$ cat src/design/flptm_pkg.sv
// Shared types, codes and constants of the page table mapper.
`default_nettype none
package flptm_pkg;

    localparam int POOL_TABLES_DEF = 64;
    localparam int TABLE_ENTRIES   = 512;
    localparam int SLOT_W          = 9;
    localparam int PAGE_SHIFT      = 12;
    localparam int VPN_W           = 36;
    localparam int PPN_W           = 40;

    localparam logic [63:0] ADDR_FIELD = 64'h000F_FFFF_FFFF_F000;

    localparam logic [1:0] ST_DONE      = 2'd0;
    localparam logic [1:0] ST_UNALIGNED = 2'd1;
    localparam logic [1:0] ST_EXHAUSTED = 2'd2;
    localparam logic [1:0] ST_UNUSED    = 2'd3;

    localparam logic KIND_MAP  = 1'b0;
    localparam logic KIND_READ = 1'b1;

    typedef enum logic [1:0] {
        OP_MAP,
        OP_READ,
        OP_BAD
    } op_t;

    typedef struct packed {
        logic        kind;
        logic [47:0] virt_addr;
        logic [51:0] phys_addr;
        logic [19:0] page_count;
        logic [15:0] flags;
        logic [5:0]  table_index;
        logic [8:0]  entry_index;
    } cmd_t;

    typedef struct packed {
        logic [1:0]  status;
        logic [63:0] entry_value;
        logic [6:0]  tables_in_use;
    } res_t;

    // Classified item passed from the front to the back.
    typedef struct packed {
        op_t               op;
        logic [VPN_W-1:0]  vpn;
        logic [PPN_W-1:0]  ppn;
        logic [19:0]       page_count;
        logic [15:0]       flags;
        logic [5:0]        table_index;
        logic [8:0]        entry_index;
    } work_t;

    // Back status seen by the front.
    typedef struct packed {
        logic clearing;
    } back_stat_t;

    // Build a table entry from an address and flag bits.
    function automatic logic [63:0] make_entry(input logic [51:0] addr,
                                               input logic [15:0] flags);
        make_entry = ({12'd0, addr} & ADDR_FIELD) | 64'd1 | {48'd0, flags};
    endfunction

endpackage
`default_nettype wire

$ cat src/design/flptm_front.sv
// Front end: accepts commands and classifies them for the back end.
`default_nettype none
module flptm_front (
    input  wire logic                  start,
    output logic                       busy,
    input  wire flptm_pkg::cmd_t       cmd,
    input  wire flptm_pkg::back_stat_t back_stat,
    input  wire logic                  queue_full,
    output logic                       push,
    output flptm_pkg::work_t           push_item
);
    import flptm_pkg::*;

    logic unaligned;

    assign busy      = queue_full | back_stat.clearing;
    assign push      = start & ~busy;
    assign unaligned = (cmd.virt_addr[PAGE_SHIFT-1:0] != '0) ||
                       (cmd.phys_addr[PAGE_SHIFT-1:0] != '0);

    // Classify the item and split off page numbers
    always_comb
    begin
        push_item.vpn         = cmd.virt_addr[47:PAGE_SHIFT];
        push_item.ppn         = cmd.phys_addr[51:PAGE_SHIFT];
        push_item.page_count  = cmd.page_count;
        push_item.flags       = cmd.flags;
        push_item.table_index = cmd.table_index;
        push_item.entry_index = cmd.entry_index;
        if (cmd.kind == KIND_READ)
        begin
            push_item.op = OP_READ;
        end
        else if (unaligned)
        begin
            push_item.op = OP_BAD;
        end
        else
        begin
            push_item.op = OP_MAP;
        end
    end
endmodule
`default_nettype wire

$ cat config.mk
export PLATFORM = sky130hd
export DESIGN_NAME = flptm_front
export DESIGN_NICKNAME = d
export VERILOG_FILES = /design/src/design/flptm_pkg.sv /design/src/design/flptm_front.sv
export SDC_FILE = /design/constraint.sdc
export NUM_CORES = 1
export LEC_CHECK = 0
export BUFFER_PORTS_ARGS = -buffer_cell sky130_fd_sc_hd__clkbuf_2
export CORE_AREA = 8 8 103 105
export DETAILED_ROUTE_END_ITERATION = 10
export DIE_AREA = 0 0 111 113
export PLACE_DENSITY = 0.54
export REMOVE_ABC_BUFFERS = 1
export SLEW_MARGIN = 20
export SYNTH_ARGS = -nofsm -noshare
export SYNTH_HDL_FRONTEND = slang
export SYNTH_SLANG_ARGS = --single-unit
$ cat constraint.sdc
create_clock -name vclk -period 0.8
set_input_delay 0.08 -clock vclk [all_inputs]
set_output_delay 0.08 -clock vclk [all_outputs]
set_load 0.02 [all_outputs]
; ---- Word-level counts from Yosys, hierarchy flattened
; Index checks and enable logic that the tools add are counted.
; W data, S select, Z words.
[word_totals]
out_inout_bits = 131
input_bits = 155
reg_bits = 0
word_cells = 8
[op_classes]
reduce_logical = 3
muxes = 2
n_bitwise = 3
[op_table]
columns = op, count
row1 = $reduce_bool A12 Y1, 2
row2 = $mux W2, 2
row3 = $and A1 B1 Y1, 1
row4 = $logic_or A1 B1 Y1, 1
row5 = $not A1 Y1, 1
row6 = $or A1 B1 Y1, 1

; ---- Logic depth before layout (Yosys ltp)
[depth]
depth_word = 4
ltp_mapped = 3
ltp_nobuf = 3

; ---- Worst setup path after synthesis
; OpenSTA, ideal clock, no wires.
[synth_timing]
path_kind = in2out
from = in back_stat
to = out push
path_buffers = 0
t_arrival_ns = 0.740
setup_slack_ns = -0.020
required_ns = 0.720
path_stages = 2
cell_sequence = or2_2 > nor2_1
[synth_between]
elab_chain_cells = 3
[synth_rtl]
columns = item, line_no
row1 = from (decl), flptm_front.sv:7  ; input wire flptm_pkg::back_stat_t back_stat,
row2 = $or A1 B1 Y1, flptm_front.sv:16  ; assign busy = queue_full | back_stat.clearing;
row3 = $not A1 Y1, flptm_front.sv:17  ; assign push = start & ~busy;
row4 = $and A1 B1 Y1, flptm_front.sv:17
row5 = to (decl), flptm_front.sv:9  ; output logic push,
; No other way between the ends.

==> impl_metrics.tcl <==
set metrics [dict create \
    finalHoldViolCount 0 \
    setup_slack_ns -0.204 \
    nClkBuffers 0 \
    drc 0 \
    vias 614 \
    worstMarginPinSlew_ns 0.329 \
    detail_route.first_pass.iterations 4 \
    sequential_cell_total 0 \
    max_freq_mhz 996 \
    core_area_um2 8980 \
    ant_nets 0 \
    peakVddDrop_uv 42.7 \
    gp_congestion 1.26 \
    yosysSeqAreaShare 0 \
    avgSynthCellArea_um2 7.39 \
    synth_top_area_share 0.935 \
    swShare 0.448 \
    syn_to_final_growth_pct -59.6 \
    wl_per_cell_um 125 \
    syn_area_um2 1030 \
    synth.distinct_cells 7 \
    pwr-share-seq 0 \
    worstPathRequired_ns 0.72 \
    initial_core_util 0.114 \
    ys_top_cells_by_area "buf_4 94%, nor4_1 3.7%, and4_1 0.85%" \
    path_max_fanout 1 \
    dp_cells 154 \
    final.fill_count 1056 \
    drt_iter0_markers 36 \
    yosysTopAreaCell "buf_4" \
    vias_per_cell 3.99 \
    synth.most_common_cell "buf_4" \
    final_nets 200 \
    leakagePower_nw 0.160 \
    cap_violations 0 \
    antenna_found_initial 3 \
    slew_violations 0 \
    grt_pass1_vias 559 \
    row_count 35 \
    regArea_um2 0 \
    die_h_um 113 \
    min_path_type "in -> out" \
    drive_above_1_share 0.814 \
    final.min_clock_period_ns 1.00 \
    io_buffers 32 \
    num_antenna_cells 0 \
    cp-end-kind "primary output" \
    pre_cts_slack_ns -0.266 \
    grt-ovfl-total 0 \
    die_w_um 111 \
    start_kind "input pin" \
    yosysWarnings 0 \
    rsz0062_at_grt "yes" \
    synth_cells 139 \
    crit_type "in -> out" \
    synthTopCellsByCount "128 x buf_4, 6 x nor4_1" \
    final_cells 154 \
    io_pins 286 \
    post-cts-setup-buffers 0 \
    switching_power_mw 0.0611 \
    p_per_area_nw_per_um2 328 \
    maxSlewHeadroom 0.778 \
    grt_pass1_wl_um 20900 \
    outcome "finished, violations left" \
    pwr-share-clk 0 \
    violations "setup timing" \
    fin_total_pwr_mw 0.136 \
    crit_arrival_ns 0.92 \
    internal_power_mw 0.0753 \
    grtUsageTotal 0.289 \
    fin_util 0.0463 \
    comb_power_share 1.000 \
    die_area_um2 12500 \
    cts.hold.buffers_added 0 \
    grt_start_max_net_pins 3 \
    min_period_over_period 1.25 \
    totalWireLength_um 19200 \
    setup_viol 1 \
]
-- cells by family after synthesis --
kind of cell / after synthesis / share of synthesized area
buffers and inverters: 129 / 0.939
and+or+nand+nor: 9 / 0.0548
AOI/OAI and AO/OA: 1 / 0.00609
-- timing repair --
item | CTS | global route
gates resized for setup | 4 | 10
setup endpoints to repair | 2 | 2
pin swaps | 1 | 4
cloned | 0 | 0
-- power by group through the flow --
stage / clock [mW] / combinational [mW] / sequential, mW
global route: 0 / 0.146 / 0
CTS: 0 / 0.118 / 0
detailed placement: 0 / 0.110 / 0
finish: 0 / 0.136 / 0
global placement: 0 / 0.105 / 0
floorplan: 0 / 0.0208 / 0
-- routing by layer --
layer  vias to the layer above  track usage  part of all wire
met5                         -       0.0413            0.0040
met4                         8        0.123             0.051
met3                        36        0.446              0.31
met2                       264        0.560              0.55
met1                       194       0.0637             0.084
li1                        112            -                 -
-- critical path: stages --
cell and delay (ns):
buf_6 0.10, nor4_4 0.27, and4_1 0.21, a31oi_1 0.09, buf_4 0.18
-- worst paths after layout --
path | slack (ns) | startpoint | cells past startpoint | endpoint
setup / recovery | -0.20 | cmd[105] | 5 | push_item[128]
hold / removal | 0.16 | cmd[89] | 0 | push_item[77]
-- cell usage in the layout, fill, tap and decap left out, drive strengths merged --
| cell | count |
|---|---|
| a31oi | 1 |
| and4 | 1 |
| buf | 4 |
| clkbuf | 28 |
| inv | 1 |
| nor2 | 1 |
| nor4 | 6 |
| or2 | 1 |
-- area by class of cell --
type / count / area, µm² / share of cell area
Timing Repair Buffer: 32 / 178 / 0.428
Tap cell: 111 / 139 / 0.334
Multi-Input combinational cell: 10 / 95.1 / 0.229
Inverter: 1 / 3.75 / 0.00904
-- through the flow --
step	cell area (µm²)	hold slack (ns)	setup TNS, ns
6_report	415	0.160	-0.204
3_3_place_gp	365	0.161	-0.289
5_1_grt	415	0.160	-0.274
2_1_floorplan	66.3	0.160	-0.0195
3_5_place_dp	365	0.161	-0.299
4_1_cts	383	0.161	-0.205
Note: power is estimated with default switching activity, not from simulation.
