## config.mk

```make
export PLATFORM = sky130hd
export DESIGN_NAME = flptm_queue
export DESIGN_NICKNAME = d
export VERILOG_FILES = /design/src/design/flptm_pkg.sv /design/src/design/flptm_queue.sv
export SDC_FILE = /design/constraint.sdc
export NUM_CORES = 1
export LEC_CHECK = 0
export BUFFER_PORTS_ARGS = -buffer_cell sky130_fd_sc_hd__buf_4
export CAP_MARGIN = 20
export CORE_MARGIN = 10
export CORE_UTILIZATION = 52
export DETAILED_ROUTE_END_ITERATION = 10
export HOLD_SLACK_MARGIN = 0.02
export PLACE_DENSITY = 0.78
export RECOVER_POWER = 25
export SYNTH_ARGS = -nofsm -noshare
export SYNTH_HDL_FRONTEND = slang
export SYNTH_SLANG_ARGS = --single-unit
```

## constraint.sdc

```tcl
create_clock -name clk -period 4.9 [get_ports clk]
set_input_delay 0.245 -clock clk [delete_from_list [all_inputs] [get_ports clk]]
set_output_delay 0.245 -clock clk [all_outputs]
set_load 0.05 [all_outputs]
```

## src/design/flptm_pkg.sv

```systemverilog
// Shared types, codes and constants of the page table mapper.
`default_nettype none
package flptm_pkg;

    localparam int POOL_TABLES_DEF = 64;
    localparam int TABLE_ENTRIES   = 512;
    localparam int SLOT_W          = 9;
    localparam int PAGE_SHIFT      = 12;
    localparam int VPN_W           = 36;
    localparam int PPN_W           = 40;

    localparam logic [63:0] ADDR_FIELD = 64'h000F_FFFF_FFFF_F000;

    localparam logic [1:0] ST_DONE      = 2'd0;
    localparam logic [1:0] ST_UNALIGNED = 2'd1;
    localparam logic [1:0] ST_EXHAUSTED = 2'd2;
    localparam logic [1:0] ST_UNUSED    = 2'd3;

    localparam logic KIND_MAP  = 1'b0;
    localparam logic KIND_READ = 1'b1;

    typedef enum logic [1:0] {
        OP_MAP,
        OP_READ,
        OP_BAD
    } op_t;

    typedef struct packed {
        logic        kind;
        logic [47:0] virt_addr;
        logic [51:0] phys_addr;
        logic [19:0] page_count;
        logic [15:0] flags;
        logic [5:0]  table_index;
        logic [8:0]  entry_index;
    } cmd_t;

    typedef struct packed {
        logic [1:0]  status;
        logic [63:0] entry_value;
        logic [6:0]  tables_in_use;
    } res_t;

    // Classified item passed from the front to the back.
    typedef struct packed {
        op_t               op;
        logic [VPN_W-1:0]  vpn;
        logic [PPN_W-1:0]  ppn;
        logic [19:0]       page_count;
        logic [15:0]       flags;
        logic [5:0]        table_index;
        logic [8:0]        entry_index;
    } work_t;

    // Back status seen by the front.
    typedef struct packed {
        logic clearing;
    } back_stat_t;

    // Build a table entry from an address and flag bits.
    function automatic logic [63:0] make_entry(input logic [51:0] addr,
                                               input logic [15:0] flags);
        make_entry = ({12'd0, addr} & ADDR_FIELD) | 64'd1 | {48'd0, flags};
    endfunction

endpackage
`default_nettype wire

```

## src/design/flptm_queue.sv

```systemverilog
// Two-entry queue between the front and the back.
`default_nettype none
module flptm_queue (
    input  wire logic             clk,
    input  wire logic             rst_n,
    input  wire logic             push,
    input  wire flptm_pkg::work_t push_item,
    output logic                  full,
    output logic                  not_empty,
    input  wire logic             pop,
    output flptm_pkg::work_t      head_item
);
    import flptm_pkg::*;

    work_t      slot_reg [2];
    logic       wr_ptr_reg, wr_ptr_next;
    logic       rd_ptr_reg, rd_ptr_next;
    logic [1:0] cnt_reg, cnt_next;

    assign full      = (cnt_reg == 2'd2);
    assign not_empty = (cnt_reg != 2'd0);
    assign head_item = slot_reg[rd_ptr_reg];

    // Advance pointers and count
    always_comb
    begin
        wr_ptr_next = wr_ptr_reg ^ push;
        rd_ptr_next = rd_ptr_reg ^ pop;
        cnt_next    = cnt_reg + {1'b0, push} - {1'b0, pop};
    end

    always_ff @(posedge clk or negedge rst_n)
    begin
        if (!rst_n)
        begin
            wr_ptr_reg <= 1'b0;
            rd_ptr_reg <= 1'b0;
            cnt_reg    <= 2'd0;
        end
        else
        begin
            wr_ptr_reg <= wr_ptr_next;
            rd_ptr_reg <= rd_ptr_next;
            cnt_reg    <= cnt_next;
        end
    end

    // Store the pushed item
    always_ff @(posedge clk)
    begin
        if (push)
        begin
            slot_reg[wr_ptr_reg] <= push_item;
        end
    end
endmodule
`default_nettype wire

```

## Yosys cells after proc, flatten, opt, wreduce, memory -nomap -nowiden

Memories as Yosys holds them, arrays and structs flattened.
Cells that the tools add are included.

- Flip-flop bits (word level): 4
- Memory bits (writable): 258
- Input bits: 133
- Output and inout bits: 131
- Word-level logic and storage cells: 12
- Memories kept: 1

Memories:

| memory | words | bits a word | rd ports | clocked after Yosys merged registers in | write ports | RTL line | text |
|---|---|---|---|---|---|---|---|
| slot_reg | 2 | 129 | 1 | 0 | 1 | flptm_queue.sv:15 | `work_t slot_reg [2];` |

- Add/subtract/negate cells: 2
- Eq/ne operators: 1
- Multiplexer cells: 2
- Bitwise gates (word level): 2
- Reductions and logical operators: 1

Operator list:

| cell | count |
|---|---|
| 2-bit by 1-bit adder with 2-bit output | 1 |
| 2-bit equality test, second input constant | 1 |
| 1-bit 2-to-1 mux | 2 |
| 2-bit nonzero test | 1 |
| 2-bit by 1-bit subtractor with 2-bit output | 1 |
| 1-bit XOR | 2 |

## Longest topological paths before layout

- Depth after elaboration: 2
- Gate-level depth with buffers: 5
- Depth with buffers taken out: 5

## Least setup slack after synthesis

OpenSTA, ideal clock, no wires.

- Kind: flip-flop to flip-flop
- Start: reg wr_ptr_reg
- End: mem slot_reg[0][0] (netlist name) (enable)
- Library setup time: 504 ps
- Arrival: 3430 ps
- Required time: 4396 ps
- Setup slack: 965 ps
- Stages on the path, launching flop included: 3
- Buffers on the path: 0
- Clock period less this slack: 3935 ps
- Cells stage by stage: dfrtp_1 > inv_1 > ha_1

RTL lines:

| what | RTL line | text |
|---|---|---|
| from (decl) | flptm_queue.sv:16 | `logic wr_ptr_reg, wr_ptr_next;` |
| from (signal assigned) | flptm_queue.sv:42 | `wr_ptr_reg <= wr_ptr_next;` |
| to (decl) | flptm_queue.sv:15 |  |

No word-level cell before the write port.

==> metrics.yaml <==
grt:
  grt_pass1_wl_mm: 34.8
  grt_util_all_layers: 0.184
  grt_antenna_before_repair: 1
  grt_start_max_net_pins: 68
  grt_pass1_vias: 6148
  globalRouteOverflowTotal: 0
route:
  drt-wirelength-per-cell_um: 21.2
  drt_pass1_iterations: 4
  final_antenna_net_count: 0
  dr.first_iter.drc_count: 286
  viasPerCell: 4.98
  via_count: 5381
  totalWireLength_mm: 22.9
  post-route-drc-count: 0
timing:
  grt_setup_unrepaired: "no"
  period_needed_ns: 3.03
  timing.final.hold_violations: 0
  timing.final.max_slew_violations: 0
  slew_at_the_pin_closest_to_its_max_slew_limit_ns: 0.933
  final.setup_skew_ns: 0.0135
  hold-worst-slack_ns: 0.121
  tns_ns: 0
  setup_viol: 0
  min_period_over_period: 0.618
  max_freq_mhz: 330
  finalWorstSetupSlack_ns: 1.87
  slew_margin_rel: 0.378
placement:
  dpl.hpwl_mm: 14.5
  place_congestion: 0.752
  preCtsSetupSlack_ns: 2.43
  port_buffer_count: 263
critical_path:
  criticalPathCategory: "reg2out"
  worst_flop_to_flop_path_endpoint: "slot_reg[0][81]"
  worst-endpoint-arrival_ns: 2.78
  cp_data_required_time_ns: 4.66
  crit_fanout: 67
  ff2ff_path_depth: 3
  critPathLaunchType: "flip-flop"
  reg2reg_slack_ns: 2.79
  r2r_start: "wr_ptr_reg"
  setup.worst_path.end_class: "output pin"
clocking:
  ctsLongestPathBuffers: 3
  clkLatencyLatePin_ns: 0.51
  tritoncts.num_buffers: 26
  cts_num_sinks: 262
  clock_tree_from_tritoncts: "done"
  cts_post_setup_buffers_inserted: 0
  cts.htree.levels: 1
  ctsRootBufferMaster: "sky130_fd_sc_hd__clkbuf_16"
  cts.reportedPaths.clkPinSlew_ns: 0.06
yosys:
  sequential_element_share_of_the_synthesized_area: 0.822
  synth_top_area_cell: "sky130_fd_sc_hd__edfxtp_1"
  count_of_yosys_warnings_during_synthesis: 0
  synth_top_cells_by_area: "sky130_fd_sc_hd__edfxtp_1, sky130_fd_sc_hd__mux2_2, sky130_fd_sc_hd__buf_6"
  synth.cell_area_um2: 9550
  synth_fp_nets: 554
  avgSynthCellArea_um2: 22.9
  yosys.cell_types.count: 12
  synthesis.instances: 417
  postSynthRegisterBits: 262
  netlist.area_leader.share: 0.812
layout:
  area_delta_synth_final_pct: 44.7
  fill_cells: 983
  finish.utilization: 0.766
  final_nets: 969
  fraction_of_layout_instances_using_a_drive_strength_above_1: 0.490
  register_area_um2: 7850
  area_occupied_by_multi_input_gates_um2: 1570
  largest_register_ffs: 258
floorplan:
  floorplan.core_area_um2: 18000
  die-area_um2: 24200
  row_count: 49
  io_pins: 264
  die-height_um: 155
  starting_density_of_the_core: 0.530
  die_w_um: 155
status:
  status: "finished, final reports clean"
pwr:
  worst_ir_drop_vdd_uv: 580
  post_layout_total_power_mw: 8.77
  power_density_nw_per_um2: 635
  power_leakage_nw: 5.20
worst_hold_path:
  timing.hold.worst.class: "in2async"
flow_run:
  maxCapViolations: 0
-- cell families after synthesis --
| kind of cell | synth area share |
|---|---|
| and+or+nand+nor | 0.00131 |
| xor gates and xnor gates | 0.00341 |
| buffers and inverters | 0.0157 |
| muxes | 0.152 |
| adders and majority gates | 0.00524 |
| DFF | 0.822 |
-- worst max-delay path by stage --
| stage | endpoint | cells after the start | slack [ns] | startpoint |
|---|---|---|---|---|
| 6_report | head_item[99] | 3 | 1.87 | rd_ptr_reg |
| 5_1_grt | head_item[99] | 3 | 1.76 | rd_ptr_reg |
| 4_1_cts | head_item[33] | 3 | 1.86 | rd_ptr_reg |
| 3_5_place_dp | head_item[80] | 3 | 2.43 | rd_ptr_reg |
| 3_3_place_gp | head_item[113] | 3 | 2.51 | rd_ptr_reg |
| 2_1_floorplan | slot_reg[0][0] | 2 | 0.97 | wr_ptr_reg |
-- through the flow --
step	cells	area, µm²
after global placement	901	11700
after floorplan	417	9550
after global routing	1081	13800
after CTS	1080	13900
after detailed placement	901	11700
final	1081	13800
-- layout by cell type, fill, tap and decap left out, drive strengths merged --
cell and instances:
dlygate4sd3 132, edfxtp 258, xor2 1, ha 4, inv 5, mux2 129, dfrtp 4, or2 1
buf 186, diode 1, xor3 1, clkbuf 113, bufinv 2, clkinvlp 3, clkinv 11, nor2b 1
-- repair_timing --
item,4_1_cts,5_1_grt
hold buffers,132,0
hold endpoints to repair,264,0
gates resized for setup,0,0
-- worst max-delay path, stage by stage (launching register included) --
cell and delay, ns:
sky130_fd_sc_hd__dfrtp_4 1.05, sky130_fd_sc_hd__buf_4 0.57, sky130_fd_sc_hd__mux2_2 0.42, sky130_fd_sc_hd__buf_4 0.20
-- power by group --
group	switching, mW	total, mW	internal (mW)
clock	0.789	1.90	1.11
sequential	0.218	3.19	2.98
combinational	2.44	3.67	1.24
-- layout make-up --
cell class              count  share of cell area
diodes                      1            0.000181
clock inverters            17              0.0101
inverters                   4             0.00109
flip-flops and latches    262               0.569
repair buffers            401               0.236
clock buffers              30              0.0497
well taps                 229              0.0208
multi-input cells         137               0.114
-- routing by layer --
layer / routed length [µm] / track usage / vias up / share of wire
met5: 0 / 0 / - / 0
met4: 341 / 0.0481 / 0 / 0.015
met3: 1870 / 0.0579 / 25 / 0.081
met2: 12200 / 0.327 / 216 / 0.53
met1: 8490 / 0.209 / 2648 / 0.37
li1: - / - / 2492 / -
-- synthesized netlist by cell type, drive strengths merged --
library cell	instances
edfxtp	258
mux2	129
buf	14
dfrtp	4
ha	4
inv	4
nor2b	1
or2	1
xor2	1
xor3	1
(Power assumes the default switching activity.)
